## src/rtl/hrws_pkg.sv

```systemverilog
// ----------------------------------------------------------------------------
// hrws_pkg: shared types and constants of the heart-rate stress sequencer
// Window, scan and session sizes, command and mode codes, breathing-phase
// lengths, the score mapping and the packed result layout.
// ----------------------------------------------------------------------------
`default_nettype none

package hrws_pkg;

    localparam int WINDOW_SIZE    = 60;
    localparam int SCAN_LENGTH    = 60;
    localparam int SESSION_LENGTH = 300;

    localparam int WIN_AW  = $clog2(WINDOW_SIZE);
    localparam int SCAN_W  = $clog2(SCAN_LENGTH + 1);
    localparam int SESS_W  = $clog2(SESSION_LENGTH + 1);

    // live stress starts once five seconds of the session have passed
    localparam int LIVE_DELAY = 5;
    localparam int LIVE_LAST  = SESSION_LENGTH - LIVE_DELAY;

    localparam int HR_W      = 8;
    localparam int SCORE_W   = 7;
    localparam int PLEFT_W   = 4;
    localparam int STYLE_W   = 2;
    localparam int IN_DATA_W = 8;
    localparam int OUT_DATA_W = 32;

    localparam int SCORE_MAX = 100;
    localparam int SCORE_MIN = 10;
    localparam int SPREAD_GAIN = 8;
    // smallest spread whose raw score drops below the floor
    localparam int SPREAD_CLAMP = (SCORE_MAX - SCORE_MIN) / SPREAD_GAIN + 1;

    localparam int PHASE_LEFT_MAX = 8;

    typedef enum logic [1:0] {
        CMD_TICK   = 2'd0,
        CMD_SCAN   = 2'd1,
        CMD_BREATH = 2'd2,
        CMD_STOP   = 2'd3
    } cmd_t;

    typedef enum logic [1:0] {
        MODE_IDLE   = 2'd0,
        MODE_SCAN   = 2'd1,
        MODE_BREATH = 2'd2
    } mode_t;

    localparam logic [STYLE_W-1:0] STYLE_BOX = 2'd0;
    localparam logic [STYLE_W-1:0] STYLE_478 = 2'd1;
    localparam logic [STYLE_W-1:0] STYLE_408 = 2'd2;

    typedef struct packed {
        logic [5:0]         pad;
        logic               session_done;
        logic               phase_began;
        logic [PLEFT_W-1:0] phase_left;
        logic [1:0]         phase;
        logic [SCORE_W-1:0] live_stress;
        logic               live_valid;
        logic [SCORE_W-1:0] score;
        logic               score_valid;
        logic [1:0]         mode;
    } res_t;

    function automatic logic [PLEFT_W-1:0] phase_dur(input logic [STYLE_W-1:0] style,
                                                     input logic [1:0] ph);
        logic [PLEFT_W-1:0] d;
        case (style)
            STYLE_478: begin
                case (ph)
                    2'd0:    d = 4'd4;
                    2'd1:    d = 4'd7;
                    2'd2:    d = 4'd8;
                    default: d = 4'd0;
                endcase
            end
            STYLE_408: begin
                case (ph)
                    2'd0:    d = 4'd4;
                    2'd1:    d = 4'd0;
                    2'd2:    d = 4'd8;
                    default: d = 4'd0;
                endcase
            end
            default: d = 4'd4;
        endcase
        return d;
    endfunction

    // first following phase with a nonzero length
    function automatic logic [1:0] next_phase(input logic [STYLE_W-1:0] style,
                                              input logic [1:0] ph);
        logic [1:0] p;
        logic [1:0] res;
        logic       found;
        p     = ph;
        res   = ph;
        found = 1'b0;
        for (int k = 0; k < 4; k++) begin
            p = p + 2'd1;
            if (!found && phase_dur(style, p) != '0) begin
                res   = p;
                found = 1'b1;
            end
        end
        return res;
    endfunction

    function automatic logic [SCORE_W-1:0] score_of(input logic [HR_W-1:0] spread);
        logic [SCORE_W-1:0] s;
        if (spread >= HR_W'(SPREAD_CLAMP)) begin
            s = SCORE_W'(SCORE_MIN);
        end else begin
            s = SCORE_W'(SCORE_MAX) - SCORE_W'({spread[3:0], 3'b000});
        end
        return s;
    endfunction

endpackage

`default_nettype wire

```

## src/rtl/heart_rate_window_stress_sequencer.sv

```systemverilog
// A tick transaction issues its window reads in ST_SCAN, then passes through ST_DRAIN and
// ST_FINISH before its result is registered; a command goes from ST_IDLE straight to ST_FINISH.
// A tick makes one RAM read a cycle through one min/max unit, then drains and finishes;
// s_tready is high only in the idle state, so a new transaction waits until the last one is done.
// A result waiting on m_tready holds the next transaction in its finish step until it drains.
// Reset (aresetn low, synchronous) empties the window, idles the mode, clears the style.
// ----------------------------------------------------------------------------
// heart_rate_window_stress_sequencer: scan and breathing-session sequencer
// Keeps a window of heart-rate samples in RAM with per-entry valid bits and
// derives scan scores and live stress from the window spread.
// ----------------------------------------------------------------------------
`default_nettype none

module heart_rate_window_stress_sequencer (
    input  wire logic                                aclk,
    input  wire logic                                aresetn,
    input  wire logic                                cfg_wr_en,
    input  wire logic [hrws_pkg::STYLE_W-1:0]        cfg_wr_data,   // breath_style
    input  wire logic                                s_tvalid,
    output logic                                     s_tready,
    input  wire logic [hrws_pkg::IN_DATA_W-1:0]      s_tdata,       // [7:0] heart_rate
    input  wire logic [1:0]                          s_tuser,       // [1:0] cmd
    output logic                                     m_tvalid,
    input  wire logic                                m_tready,
    // [1:0] mode, [2] score_valid, [9:3] score, [10] live_valid,
    // [17:11] live_stress, [19:18] phase, [23:20] phase_left,
    // [24] phase_began, [25] session_done, [31:26] zero
    output logic      [hrws_pkg::OUT_DATA_W-1:0]     m_tdata
);
    import hrws_pkg::*;

    typedef enum logic [1:0] {
        ST_IDLE,
        ST_SCAN,
        ST_DRAIN,
        ST_FINISH
    } state_t;

    state_t              state_reg, state_next;
    cmd_t                cmd_reg, cmd_next;
    mode_t               mode_reg, mode_next;
    logic [SCAN_W-1:0]   scan_left_reg, scan_left_next;
    logic [SESS_W-1:0]   session_left_reg, session_left_next;
    logic [1:0]          phase_reg, phase_next;
    logic [PLEFT_W-1:0]  phase_left_reg, phase_left_next;
    logic [SCORE_W-1:0]  live_level_reg, live_level_next;
    logic                live_seen_reg, live_seen_next;
    logic [STYLE_W-1:0]  style_reg, style_next;
    logic [WINDOW_SIZE-1:0] valid_reg, valid_next;
    logic [WIN_AW-1:0]   wp_reg, wp_next;
    logic [WIN_AW-1:0]   rd_cnt_reg, rd_cnt_next;
    logic                feed_reg, feed_next;
    logic                vbit_reg, vbit_next;
    logic                m_valid_reg, m_valid_next;
    res_t                m_data_reg, m_data_next;

    logic                s_acc;
    cmd_t                s_cmd;
    logic                win_we;
    logic [HR_W-1:0]     ram_rdata;
    logic [HR_W-1:0]     mm_sample;
    logic [HR_W-1:0]     spread;
    logic [SCORE_W-1:0]  win_score;
    logic [1:0]          nph;

    assign s_cmd    = cmd_t'(s_tuser);
    assign s_tready = (state_reg == ST_IDLE);
    assign s_acc    = s_tvalid && s_tready;
    assign win_we   = s_acc && (s_cmd == CMD_TICK) && (s_tdata != '0);

    hrws_ram #(
        .WIDTH (HR_W),
        .DEPTH (WINDOW_SIZE)
    ) u_window (
        .aclk  (aclk),
        .we    (win_we),
        .waddr (wp_reg),
        .wdata (s_tdata),
        .raddr (rd_cnt_reg),
        .rdata (ram_rdata)
    );

    // entries never written since the last clear read as empty
    assign mm_sample = vbit_reg ? ram_rdata : '0;

    hrws_minmax u_minmax (
        .aclk   (aclk),
        .clear  (s_acc),
        .en     (feed_reg),
        .sample (mm_sample),
        .spread (spread)
    );

    assign win_score = score_of(spread);
    assign nph       = next_phase(style_reg, phase_reg);

    assign m_tvalid = m_valid_reg;
    assign m_tdata  = m_data_reg;

    always_comb begin
        state_next        = state_reg;
        cmd_next          = cmd_reg;
        mode_next         = mode_reg;
        scan_left_next    = scan_left_reg;
        session_left_next = session_left_reg;
        phase_next        = phase_reg;
        phase_left_next   = phase_left_reg;
        live_level_next   = live_level_reg;
        live_seen_next    = live_seen_reg;
        style_next        = cfg_wr_en ? cfg_wr_data : style_reg;
        valid_next        = valid_reg;
        wp_next           = wp_reg;
        rd_cnt_next       = rd_cnt_reg;
        feed_next         = 1'b0;
        vbit_next         = vbit_reg;
        m_valid_next      = (m_valid_reg && m_tready) ? 1'b0 : m_valid_reg;
        m_data_next       = m_data_reg;

        if (win_we) begin
            valid_next[wp_reg] = 1'b1;
            wp_next = (wp_reg == WIN_AW'(WINDOW_SIZE - 1)) ? '0 : wp_reg + 1'b1;
        end

        unique case (state_reg)
            ST_IDLE: begin
                if (s_acc) begin
                    cmd_next    = s_cmd;
                    rd_cnt_next = '0;
                    state_next  = (s_cmd == CMD_TICK) ? ST_SCAN : ST_FINISH;
                end
            end
            ST_SCAN: begin
                // issue one read a cycle; data and valid bit land next cycle
                vbit_next   = valid_reg[rd_cnt_reg];
                feed_next   = 1'b1;
                if (rd_cnt_reg == WIN_AW'(WINDOW_SIZE - 1)) begin
                    rd_cnt_next = '0;
                    state_next  = ST_DRAIN;
                end else begin
                    rd_cnt_next = rd_cnt_reg + 1'b1;
                end
            end
            ST_DRAIN: begin
                state_next = ST_FINISH;
            end
            ST_FINISH: begin
                if (!m_valid_reg || m_tready) begin
                    m_data_next = '0;
                    case (cmd_reg)
                        CMD_TICK: begin
                            if (mode_reg == MODE_SCAN) begin
                                if (scan_left_reg <= SCAN_W'(1)) begin
                                    scan_left_next          = '0;
                                    mode_next               = MODE_IDLE;
                                    m_data_next.score_valid = 1'b1;
                                    m_data_next.score       = win_score;
                                end else begin
                                    scan_left_next = scan_left_reg - 1'b1;
                                end
                            end else if (mode_reg == MODE_BREATH) begin
                                if (session_left_reg <= SESS_W'(LIVE_LAST)) begin
                                    live_level_next = win_score;
                                    live_seen_next  = 1'b1;
                                end
                                if (session_left_reg != '0) begin
                                    if (phase_left_reg <= PLEFT_W'(1)) begin
                                        phase_next              = nph;
                                        phase_left_next         = phase_dur(style_reg, nph);
                                        m_data_next.phase_began = 1'b1;
                                    end else begin
                                        phase_left_next = phase_left_reg - 1'b1;
                                    end
                                    session_left_next = session_left_reg - 1'b1;
                                end else begin
                                    mode_next                = MODE_IDLE;
                                    m_data_next.session_done = 1'b1;
                                end
                            end
                        end
                        CMD_SCAN: begin
                            if (mode_reg == MODE_IDLE) begin
                                mode_next      = MODE_SCAN;
                                scan_left_next = SCAN_W'(SCAN_LENGTH);
                                valid_next     = '0;
                            end
                        end
                        CMD_BREATH: begin
                            if (mode_reg == MODE_IDLE) begin
                                mode_next               = MODE_BREATH;
                                session_left_next       = SESS_W'(SESSION_LENGTH);
                                valid_next              = '0;
                                live_seen_next          = 1'b0;
                                live_level_next         = '0;
                                phase_next              = 2'd0;
                                phase_left_next         = phase_dur(style_reg, 2'd0);
                                m_data_next.phase_began = 1'b1;
                            end
                        end
                        default: begin
                            mode_next = MODE_IDLE;
                        end
                    endcase
                    m_data_next.mode        = mode_next;
                    m_data_next.live_valid  = live_seen_next;
                    m_data_next.live_stress = live_seen_next ? live_level_next : '0;
                    m_data_next.phase       = phase_next;
                    m_data_next.phase_left  = phase_left_next;
                    m_valid_next            = 1'b1;
                    state_next              = ST_IDLE;
                end
            end
            default: begin
                state_next = ST_IDLE;
            end
        endcase
    end

    always_ff @(posedge aclk) begin
        if (!aresetn) begin
            state_reg        <= ST_IDLE;
            cmd_reg          <= CMD_TICK;
            mode_reg         <= MODE_IDLE;
            scan_left_reg    <= SCAN_W'(SCAN_LENGTH);
            session_left_reg <= SESS_W'(SESSION_LENGTH);
            phase_reg        <= '0;
            phase_left_reg   <= '0;
            live_level_reg   <= '0;
            live_seen_reg    <= 1'b0;
            style_reg        <= STYLE_BOX;
            valid_reg        <= '0;
            wp_reg           <= '0;
            rd_cnt_reg       <= '0;
            feed_reg         <= 1'b0;
            vbit_reg         <= 1'b0;
            m_valid_reg      <= 1'b0;
            m_data_reg       <= '0;
        end else begin
            state_reg        <= state_next;
            cmd_reg          <= cmd_next;
            mode_reg         <= mode_next;
            scan_left_reg    <= scan_left_next;
            session_left_reg <= session_left_next;
            phase_reg        <= phase_next;
            phase_left_reg   <= phase_left_next;
            live_level_reg   <= live_level_next;
            live_seen_reg    <= live_seen_next;
            style_reg        <= style_next;
            valid_reg        <= valid_next;
            wp_reg           <= wp_next;
            rd_cnt_reg       <= rd_cnt_next;
            feed_reg         <= feed_next;
            vbit_reg         <= vbit_next;
            m_valid_reg      <= m_valid_next;
            m_data_reg       <= m_data_next;
        end
    end

endmodule

`default_nettype wire

```

## src/rtl/hrws_ram.sv

```systemverilog
// ----------------------------------------------------------------------------
// hrws_ram: generic single-write, single-read RAM
// One write port and one read port with registered read data.
// ----------------------------------------------------------------------------
`default_nettype none

module hrws_ram #(
    parameter int WIDTH = 8,
    parameter int DEPTH = 64,
    localparam int AW = $clog2(DEPTH)
) (
    input  wire logic             aclk,
    input  wire logic             we,
    input  wire logic [AW-1:0]    waddr,
    input  wire logic [WIDTH-1:0] wdata,
    input  wire logic [AW-1:0]    raddr,
    output logic      [WIDTH-1:0] rdata
);

    logic [WIDTH-1:0] mem [DEPTH];

    always_ff @(posedge aclk) begin
        if (we) begin
            mem[waddr] <= wdata;
        end
        rdata <= mem[raddr];
    end

endmodule

`default_nettype wire

```

## src/rtl/hrws_minmax.sv

```systemverilog
// ----------------------------------------------------------------------------
// hrws_minmax: running minimum and maximum of nonzero samples
// Takes one sample per enabled cycle and presents the spread of what it saw.
// ----------------------------------------------------------------------------
`default_nettype none

module hrws_minmax (
    input  wire logic                     aclk,
    input  wire logic                     clear,
    input  wire logic                     en,
    input  wire logic [hrws_pkg::HR_W-1:0] sample,
    output logic      [hrws_pkg::HR_W-1:0] spread
);
    import hrws_pkg::*;

    logic [HR_W-1:0] lo_reg;
    logic [HR_W-1:0] hi_reg;
    logic            seen_reg;
    logic            take;

    // zero means no reading: skip it
    assign take = en && (sample != '0);

    always_ff @(posedge aclk) begin
        if (clear) begin
            seen_reg <= 1'b0;
        end else if (take) begin
            seen_reg <= 1'b1;
            if (!seen_reg || sample < lo_reg) begin
                lo_reg <= sample;
            end
            if (!seen_reg || sample > hi_reg) begin
                hi_reg <= sample;
            end
        end
    end

    assign spread = seen_reg ? (hi_reg - lo_reg) : '0;

endmodule

`default_nettype wire

```

## config.mk

```make
export PLATFORM = sky130hd
export DESIGN_NAME = heart_rate_window_stress_sequencer
export DESIGN_NICKNAME = d
export VERILOG_FILES = /design/src/rtl/hrws_pkg.sv /design/src/rtl/heart_rate_window_stress_sequencer.sv /design/src/rtl/hrws_ram.sv /design/src/rtl/hrws_minmax.sv
export SDC_FILE = /design/constraint.sdc
export NUM_CORES = 1
export LEC_CHECK = 0
export ABC_AREA = 1
export BUFFER_PORTS_ARGS = -buffer_cell sky130_fd_sc_hd__buf_2
export CORE_MARGIN = 2
export CORE_UTILIZATION = 50
export DETAILED_ROUTE_END_ITERATION = 10
export PLACE_DENSITY = 0.68
export SKIP_CTS_REPAIR_TIMING = 1
export SYNTH_ARGS = -nofsm -noshare
export SYNTH_HDL_FRONTEND = slang
export SYNTH_HIERARCHICAL = 1
export SYNTH_SLANG_ARGS = --single-unit
export TNS_END_PERCENT = 10
```

## constraint.sdc

```tcl
create_clock -name aclk -period 2.9 [get_ports aclk]
set_input_delay 0.435 -clock aclk [delete_from_list [all_inputs] [get_ports aclk]]
set_output_delay 0.435 -clock aclk [all_outputs]
set_load 0.05 [all_outputs]
```

; ---- Yosys cells after proc, flatten, opt, wreduce, memory -nomap -nowiden
; Memory sizes are Yosys's and may differ from the RTL's. A register that Yosys moved wholly into a read port is not among the register bits.
; Cells that the tools add are included.
[totals]
in_bits = 17
elab_cells = 229
n_memories = 1
register_bits = 146
out_inout_bits = 34
ram_bits = 480
[classes]
n_bitwise = 2
muxes = 101
n_lt_le_gt_ge = 9
reduce_logical = 47
n_eq_ne = 34
n_addsub = 11
[memory_table]
columns = name, words, word_bits, rd, rd_clocked_by_memory_dff, wr, line_no
row1 = u_window.mem, 60, 8, 1, 1, 1, hrws_ram.sv:20  ; logic [WIDTH-1:0] mem [DEPTH];
[ops]
columns = op, count
row1 = $mux 60, 5
row2 = $pmux 4 s2, 11
row3 = $or 60x60->60, 1
row4 = $pmux 4 s3, 5
row5 = $mux 2, 21
row6 = $mux 7, 6
row7 = $mux 8, 5
row8 = $mux 6, 6
row9 = $mux 9, 4
row10 = $pmux 6 s2, 2
row11 = $mux 1, 22
row12 = $eq 2x2->1 const B, 10
row13 = $mux 4, 5
row14 = $eq 2x1->1 const B, 9
row15 = $logic_not 2->1, 9
row16 = $ne 2x2->1 const B, 9
row17 = $pmux 9 s2, 1
row18 = $reduce_bool 4->1, 4
row19 = $reduce_bool 8->1, 2
row20 = $lt 6x7->1 const B, 2
row21 = $pmux 7 s2, 1
row22 = $reduce_and 7->1, 2
row23 = $add 6x1->6 const B, 2
row24 = $eq 6x6->1 const B, 2
row25 = 32 further kinds, 58

; ---- Depth between registers and ports, before layout
; Gate-level depths: netlist of run 1.
[logic_depth]
word_depth = 23
mapped_depth = 21
mapped_depth_nobuf = 21

; ---- Modules after synthesis
; Netlist of run 1, hierarchy kept.
[by_module_without_submodules]
columns = module, instances, seq_area_each_um2, area_per_inst_um2, cells_per_inst
row1 = hrws_ram, 1, 14574.0, 20111.8, 1763
row2 = heart_rate_window_stress_sequencer, 1, 2562.5, 6578.8, 948
row3 = hrws_minmax, 1, 500.5, 1288.7, 154

; ---- Least setup slack after synthesis of run 1
; OpenSTA, ideal clock, no wires.
[synth_path]
kind = reg-to-reg
from = register state_reg[0]
to = memory u_window.mem[36][0] (enable)
setup_ns = 0.395
setup_slack_ns = -0.791
arrival_time_ns = 3.296
stages_incl_launch_ff = 11
n_path_buf = 2
required_time_ns = 2.505
synth_period_minus_slack_ns = 3.691
path_cell_list = dfxtp_1 > inv_1 > ha_1 > nand2_1 > nor3_1 > nand2_1 > inv_1 > clkbuf_1 > clkbuf_1 > nand4_1 > nor4_1
[synth_between]
elab_chain_len = 6
[synth_lines]
columns = item, line_no
row1 = "start, declared", heart_rate_window_stress_sequencer.sv:39  ; state_t state_reg, state_next;
row2 = "start signal, assigned", heart_rate_window_stress_sequencer.sv:238  ; state_reg <= state_next;
row3 = $logic_not 2->1, heart_rate_window_stress_sequencer.sv:67  ; assign s_tready = (state_reg == ST_IDLE);
row4 = net s_tready, heart_rate_window_stress_sequencer.sv:20  ; output logic s_tready,
row5 = $logic_and 1x1->1, heart_rate_window_stress_sequencer.sv:68  ; assign s_acc = s_tvalid && s_tready;
row6 = $logic_and 1x1->1 (2 in series), heart_rate_window_stress_sequencer.sv:69  ; assign win_we = s_acc && (s_cmd == CMD_TICK) && (s_tdata != '0);
row7 = net win_we, heart_rate_window_stress_sequencer.sv:59  ; logic win_we;
row8 = $mux 1, hrws_ram.sv:23  ; if (we) begin
row9 = $mux 1 (implied by the code), hrws_ram.sv:24  ; mem[waddr] <= wdata;
row10 = "end, declared", hrws_ram.sv:20
; The timed path passes the listed nets, and every way through them passes these cells.

; ---- Worst setup path after layout of run 1
[layout_path]
from = register state_reg[0]
to = memory u_window.mem[17][1] (enable)
[layout_between]
elab_chain_len = 6
[layout_lines]
columns = item, line_no
row1 = $logic_not 2->1, heart_rate_window_stress_sequencer.sv:67
row2 = $logic_and 1x1->1, heart_rate_window_stress_sequencer.sv:68
row3 = $logic_and 1x1->1 (2 in series), heart_rate_window_stress_sequencer.sv:69
row4 = $mux 1, hrws_ram.sv:23
row5 = $mux 1 (implied by the code), hrws_ram.sv:24
; No other way between the ends.

==> results of run 1 <==
[logic make-up after synthesis]
kind of cell               Yosys count
other                                1
xor gates and xnor gates             8
buffers and inverters              415
AOI/OAI and AO/OA                  294
DFF                                633
adders and majority gates           52
and+or+nand+nor                   1462
[through the flow]
stage	TNS [ps]	utilization (%)	setup slack (ps)
finish	0	56.29	156.6
CTS	0	56.23	68.57
global placement	0	52.74	24.71
global route	-18.32	56.29	-18.32
floorplan	0	-	1.153
detailed placement	0	52.74	3.166
[Yosys cell counts, types with 11 or more instances]
cell	instances
nand2_1	742
edfxtp_1	496
nand3_1	462
inv_1	260
nor2_1	190
a21oi_1	157
dfxtp_1	137
o21ai_0	91
ha_1	51
clkbuf_1	47
buf_4	39
buf_2	37
nand4_1	27
nor3_1	22
buf_1	19
o211ai_1	11
o21ai_1	11
[power groups by stage]
stage | Combinational, mW | Clock (mW) | Sequential (mW)
detailed placement | 4.74 | 0 | 10.3
global placement | 4.64 | 0 | 10.3
CTS | 4.77 | 7.80 | 10.1
floorplan | 3.57 | 0 | 10.3
finish | 4.82 | 7.72 | 10.1
global route | 5.40 | 8.19 | 10.1
[worst max-delay path by stage]
stage	start	endpoint	slack (ps)	depth (start not counted)
floorplan	state_reg[0]$_SDFFE_PN0P_	u_window/mem[36][0]$_DFFE_PP_	1	10
global placement	s_tdata[5]	u_window/mem[19][7]$_DFFE_PP_	20	8
detailed placement	s_tdata[5]	u_window/mem[19][4]$_DFFE_PP_	3	8
CTS	state_reg[0]$_SDFFE_PN0P_	u_window/mem[1][3]$_DFFE_PP_	70	9
global route	u_minmax/hi_reg[0]$_DFFE_PP_	m_tdata[16]$_SDFFE_PN0P_	-20	21
finish	state_reg[0]$_SDFFE_PN0P_	u_window/mem[17][1]$_DFFE_PP_	160	9
[worst register-to-register path: stages (launching register included)]
cell	delay, ps
dfxtp_1	330
inv_1	130
ha_4	160
nand2_2	50
nor3_1	330
nand2_1	150
inv_2	220
nand2_1	260
buf_4	260
nor2_1	490
[routing by layer]
layer	global-route usage, %	wire (µm)	vias to the layer above
met5	0	0	-
met4	8.263	1985	0
met3	3.248	4996	136
met2	38.37	32340	802
met1	33.50	29400	9820
li1	-	-	9780
[cell type report]
class	count	area share (%)
timing repair buffer	123	2.867
tap	748	3.012
multi-input combinational	1823	27.89
inverter	266	3.237
clock inverter	40	1.059
sequential	633	56.79
clock buffer	75	5.150
==> qor.txt, run 1 <==
status - completed
vias in the first global route - 19567
#FFs+latches synth - 633
Critical Path End Type - flip-flop
Switch Pwr - 6.934 mW
CTS buffer count - 61
WP data arrival - 3010 ps
# diodes - 0
hold crit path type - primary input to flip-flop
overall power - 22.63 mW
Most used DFF post-synth - edfxtp_1
I/O Buffers - 43
Synth Area in Adders - 2.352%
most common cell after layout, fill and taps aside - nand2_1
register area - 17650 µm²
crit share post-route - 94.60%
critical path's largest stage delay - 490 ps
Setup Crit Path Kind - flip-flop to flip-flop
Cells after Synth - 2865
placed cell area - 29110 µm²
Ys Warns - 6
Max H-tree Level - 2
P&R area growth vs syn - 11.05%
Longest Clk Path Bufs - 3
combinational power share - 21.3%
All-Layer GR Usage - 23.87%
Syn Area/Cell - 9.766 µm²
RePlAce Congestion - 0.8795
Pint - 15.70 mW
total number of vias - 20538
reg2reg setup slack - 160 ps
IO Count - 51
EDFF count, synth - 496
Final Cell Area - 31070 µm²
gr ovfl total - 0
antenna violations before repair - 0
Clk pwr share - 34.1%
DRT Pass-1 Iters - 6
max-slew violation count - 0
routed vias/inst - 5.539
clock skew - 23.68 ps
Seq/Total Area, Yosys - 63.04%
post-DP HPWL - 42780 µm
post-route ant nets - 0
core box area - 55200 µm²
clock sink count - 633
# DRC - 0
largest net degree at the start of global routing - 76
commonest cells after routing, fill and taps aside - 740 x nand2_1, 496 x edfxtp_1, 461 x nand3_1
total die area - 57870 µm²
Bufs and invs on worst path - 3
nets - 2977
Mapped Area - 27980 µm²
Synth top area share - 53.23%
XOR/XNOR Fraction of Synth Area - 0.2504%
chip height - 240.6 µm
Synth async-reset ratio - 0%
endpoints failing setup - 0
RR Startpoint - state_reg[0]$_SDFFE_PN0P_
worst-margin pin slew - 1255 ps
CTS tree - done
hold endpoint - u_window/mem[53][2]$_DFFE_PP_
Final min period - 2743 ps
Site Rows - 86
fin cells - 3708
worst hold slack - 97.64 ps
Initial Utilization - 50.69%
largest family of logic cells by synthesized area - simple AND/OR/NAND/NOR gates
fillers - 4655
Slew headroom - 16.26%
critical path's most frequent cell - nand2_1
global-route wire length before repair - 107800 µm
Simple-Gate Fraction of Synth Area - 22.28%
Reg clk slew, reported paths - 70 ps
count of different cell masters after synthesis - 49
Multi-input gate area - 8665 µm²
critical path's top delay family - simple AND/OR/NAND/NOR gates
switching share of power - 30.64%
pwr/cell area - 728.3 nW/µm²
unrepaired setup endpoints after global routing - true
max-cap viol count - 0
Leak Pwr - 11.74 nW
Hold Crit Depth - 1
DP Cell Count - 3593
die width - 240.6 µm
crit path max fanout - 11
fmax - 364.5 MHz
clock latency on the worst-skew pair - 630 ps
final wirelength - 68720 µm
Hold Crit Start - s_tdata[2]
largest area contributor in the netlist - edfxtp_1
largest cells by area after synthesis - edfxtp_1 53%, nand2_1 10%, dfxtp_1 9.8%
DR iter-0 viols - 2260
mux cell area share after synthesis - 0%
crit path cell chain - inv_1 > ha_4 > nand2_2 > nor3_1 > nand2_1 > inv_2 > nand2_1 > buf_4 > nor2_1
Worst setup SP type - flip-flop
WL/cell - 18.53 µm
Reg power frac - 44.6%
Largest register FFs - 480
CTS root buffer - clkbuf_16
required arrival time at the worst endpoint - 3160 ps
Worst IR Drop VDD - 545.3 µV
worst reg2reg endpoint - u_window/mem[17][1]$_DFFE_PP_
CP max stage cell - nor2_1
Final Hold Viols - 0
fraction of layout cells with a size suffix above 1 - 8.412%
Compound-Gate Fraction of Synth Area - 5.603%
worst r2r path cells - 9
(Power assumes the default switching activity.)
==> inputs of run 2 (changes only) <==
SYNTH_HIERARCHICAL = default   (was 1)
==> run 2 against run 1 <==
Against the previous run:
- sequential share of layout area grew 2.1 points
- core utilization rose by 0.81 points
- combinational power is 4.6% lower
- synthesized area decreased by 5.4%
- count of clock-buffer cells in the layout is 23 higher
- die area is 5.3% lower
- non-clock buffer count increased by 28
- sequential power about the same
- global-route usage up 0.50 points
- synthesized cell count shrank 14%
==> qor.txt, run 2 <==
CTS buffer count - 61 (unchanged)
Synth async-reset ratio - 0% (unchanged)
Seq/Total Area, Yosys - 66.61% (was 63.04%)
fin cells - 3288 (was 3708)
largest area contributor in the netlist - edfxtp_1 (unchanged)
DR iter-0 viols - 2175 (was 2260)
max-cap viol count - 0 (unchanged)
crit path max fanout - 9 (was 11)
DRT Pass-1 Iters - 6 (unchanged)
largest cells by area after synthesis - edfxtp_1 56%, dfxtp_1 10%, nor2_1 7.5% (was edfxtp_1 53%, nand2_1 10%, dfxtp_1 9.8%)
fillers - 4319 (was 4655)
crit share post-route - 94.92% (was 94.60%)
fmax - 363.3 MHz (was 364.5 MHz)
met1 usage - 33.08% (was 33.50%)
vias in the first global route - 18097 (was 19567)
hold crit path type - primary input to flip-flop (unchanged)
Most used DFF post-synth - edfxtp_1 (unchanged)
total die area - 54810 µm² (was 57870 µm²)
Critical Path End Type - flip-flop (unchanged)
status - completed (unchanged)
die width - 234.1 µm (was 240.6 µm)
unrepaired setup endpoints after global routing - false (was true)
reg2reg setup slack - 150 ps (was 160 ps)
Hold Crit Depth - 1 (unchanged)
overall power - 22.45 mW (was 22.63 mW)
P&R area growth vs syn - 13.10% (was 11.05%)
required arrival time at the worst endpoint - 3160 ps (about the same)
RePlAce Congestion - 0.8714 (was 0.8795)
Cells after Synth - 2465 (was 2865)
core box area - 52450 µm² (was 55200 µm²)
WL/cell - 20.33 µm (was 18.53 µm)
gr ovfl total - 0 (unchanged)
All-Layer GR Usage - 24.37% (was 23.87%)
Initial Utilization - 50.49% (was 50.69%)
most common cell after layout, fill and taps aside - nor2_1 (was nand2_1)
Setup Crit Path Kind - flip-flop to flip-flop (unchanged)
WP data arrival - 3010 ps (about the same)
pwr/cell area - 749.5 nW/µm² (was 728.3 nW/µm²)
DP Cell Count - 3175 (was 3593)
worst r2r path cells - 9 (unchanged)
Syn Area/Cell - 10.74 µm² (was 9.766 µm²)
GR met3 Demand/Resource - 3.441% (was 3.248%)
clock sink count - 633 (unchanged)
IO Count - 51 (unchanged)
Final min period - 2753 ps (was 2743 ps)
Synth top area share - 56.25% (was 53.23%)
final wirelength - 66850 µm (was 68720 µm)
CTS tree - done (unchanged)
antenna violations before repair - 0 (unchanged)
Reg clk slew, reported paths - 60 ps (was 70 ps)
endpoints failing setup - 0 (unchanged)
routed vias/inst - 5.768 (was 5.539)
# DRC - 0 (unchanged)
worst-margin pin slew - 781.6 ps (was 1255 ps)
Slew headroom - 47.90% (was 16.26%)
Leak Pwr - 10.67 nW (was 11.74 nW)
most common cell in the netlist - nor2_1 (was nand2_1)
largest net degree at the start of global routing - 85 (was 76)
Post-synth top cells - 529 x nor2_1, 496 x edfxtp_1, 304 x o21ai_0, 249 x nand2_1, 137 x dfxtp_1 (was 742 x nand2_1, 496 x edfxtp_1, 462 x nand3_1, 260 x inv_1, 190 x nor2_1)
# diodes - 0 (unchanged)
Worst setup SP type - flip-flop (unchanged)
Site Rows - 84 (was 86)
register area - 17650 µm² (unchanged)
global-route wire length before repair - 102200 µm (was 107800 µm)
I/O Buffers - 43 (unchanged)
max-slew violation count - 0 (unchanged)
clock skew - 20.63 ps (was 23.68 ps)
CTS root buffer - clkbuf_16 (unchanged)
Max H-tree Level - 2 (unchanged)
commonest cells after routing, fill and taps aside - 527 x nor2_1, 496 x edfxtp_1, 304 x o21ai_0 (was 740 x nand2_1, 496 x edfxtp_1, 461 x nand3_1)
#FFs+latches synth - 633 (unchanged)
Longest Clk Path Bufs - 3 (unchanged)
chip height - 234.1 µm (was 240.6 µm)
Worst IR Drop VDD - 565.8 µV (was 545.3 µV)
Ys Warns - 0 (was 6)
fraction of layout cells with a size suffix above 1 - 10.15% (was 8.412%)
post-route ant nets - 0 (unchanged)
total number of vias - 18965 (was 20538)
Mapped Area - 26480 µm² (was 27980 µm²)
EDFF count, synth - 496 (unchanged)
Multi-input gate area - 7805 µm² (was 8665 µm²)
clock latency on the worst-skew pair - 630 ps (about the same)
Largest register FFs - 480 (unchanged)
post-DP HPWL - 40470 µm (was 42780 µm)
GR Util met2 - 40.63% (was 38.37%)
Final Hold Viols - 0 (unchanged)
layer carrying the most global-route usage - met2 (unchanged)
nets - 2620 (was 2977)
count of different cell masters after synthesis - 45 (was 49)
-- run 2: cell types whose count changed in the layout (fill, tap and decap cells not counted), sizes merged, moves of 28 or more --
cell    before  now
nand3      464   84
o221ai       1   42
nand2      744  249
buf        123  151
a21oi      160   77
inv        264  132
o22ai        3   89
o21ai      103  313
nor2       194  533
-- run 2: cell type report --
cell class              instances  area share (%)
inverters                     137           1.738
well taps                     688           2.874
multi-input cells            1566           26.06
repair buffers                151           3.927
flip-flops and latches        633           58.92
clock buffers                  98           5.970
clock inverters                15          0.5097
-- run 2: layer usage --
| metal | up-vias | share of wire (%) |
|---|---|---|
| met5 | - | 0 |
| met4 | 0 | 2.6 |
| met3 | 107 | 7.6 |
| met2 | 766 | 48 |
| met1 | 9207 | 42 |
| li1 | 8885 | - |
-- run 2: logic make-up (layout without fill, tap and decap cells) --
kind of cell / after synthesis / count (layout) / synth area share (%)
compound gates: 573 / 573 / 12.34
xor+xnor: 10 / 10 / 0.3308
fa+ha+maj: 53 / 53 / 2.533
buf+inv: 272 / 401 / 4.049
flops: 633 / 633 / 66.61
other cells: 1 / 7 / 0.01416
simple gates: 923 / 923 / 14.12
-- run 2: worst max-delay path, cell delays in order, from the launching register on --
cell,delay [ps]
dfxtp_1,330
inv_1,100
ha_1,220
nand2_1,100
nor3_2,350
buf_4,190
nand2_1,70
clkinv_1,70
nand4_1,270
nor2_1,680
-- run 2: final timing paths --
check                                        start                               end
hold reg to reg   session_left_reg[7]$_SDFFE_PN0P_  session_left_reg[7]$_SDFFE_PN0P_
setup reg to reg         state_reg[0]$_SDFFE_PN0P_     u_window.mem[31][5]$_DFFE_PP_
hold / removal                          s_tdata[7]     u_window.mem[26][7]$_DFFE_PP_
setup / recovery         state_reg[0]$_SDFFE_PN0P_     u_window.mem[31][5]$_DFFE_PP_
-- run 2: power breakdown --
group / switching [mW] / total (mW) / internal (mW)
logic: 3.26 / 4.60 / 1.34
registers: 0.132 / 10.1 / 9.96
clock network: 3.30 / 7.75 / 4.46
-- run 2: metrics by stage --
| stage | setup TNS (ps) | hold slack (ps) | util, % | setup WS [ps] | area, µm² |
|---|---|---|---|---|---|
| detailed placement | -165.3 | 452.2 | 53.39 | -12.39 | 28000 |
| global route | 0 | 77.31 | 57.10 | 47.18 | 29950 |
| floorplan | 0 | 429.3 | - | 193.8 | 26500 |
| finish | 0 | 88.16 | 57.10 | 147.2 | 29950 |
| global placement | 0 | 441.5 | 53.39 | 134.7 | 28000 |
| CTS | -244.1 | 72.18 | 57.09 | -32.72 | 29940 |
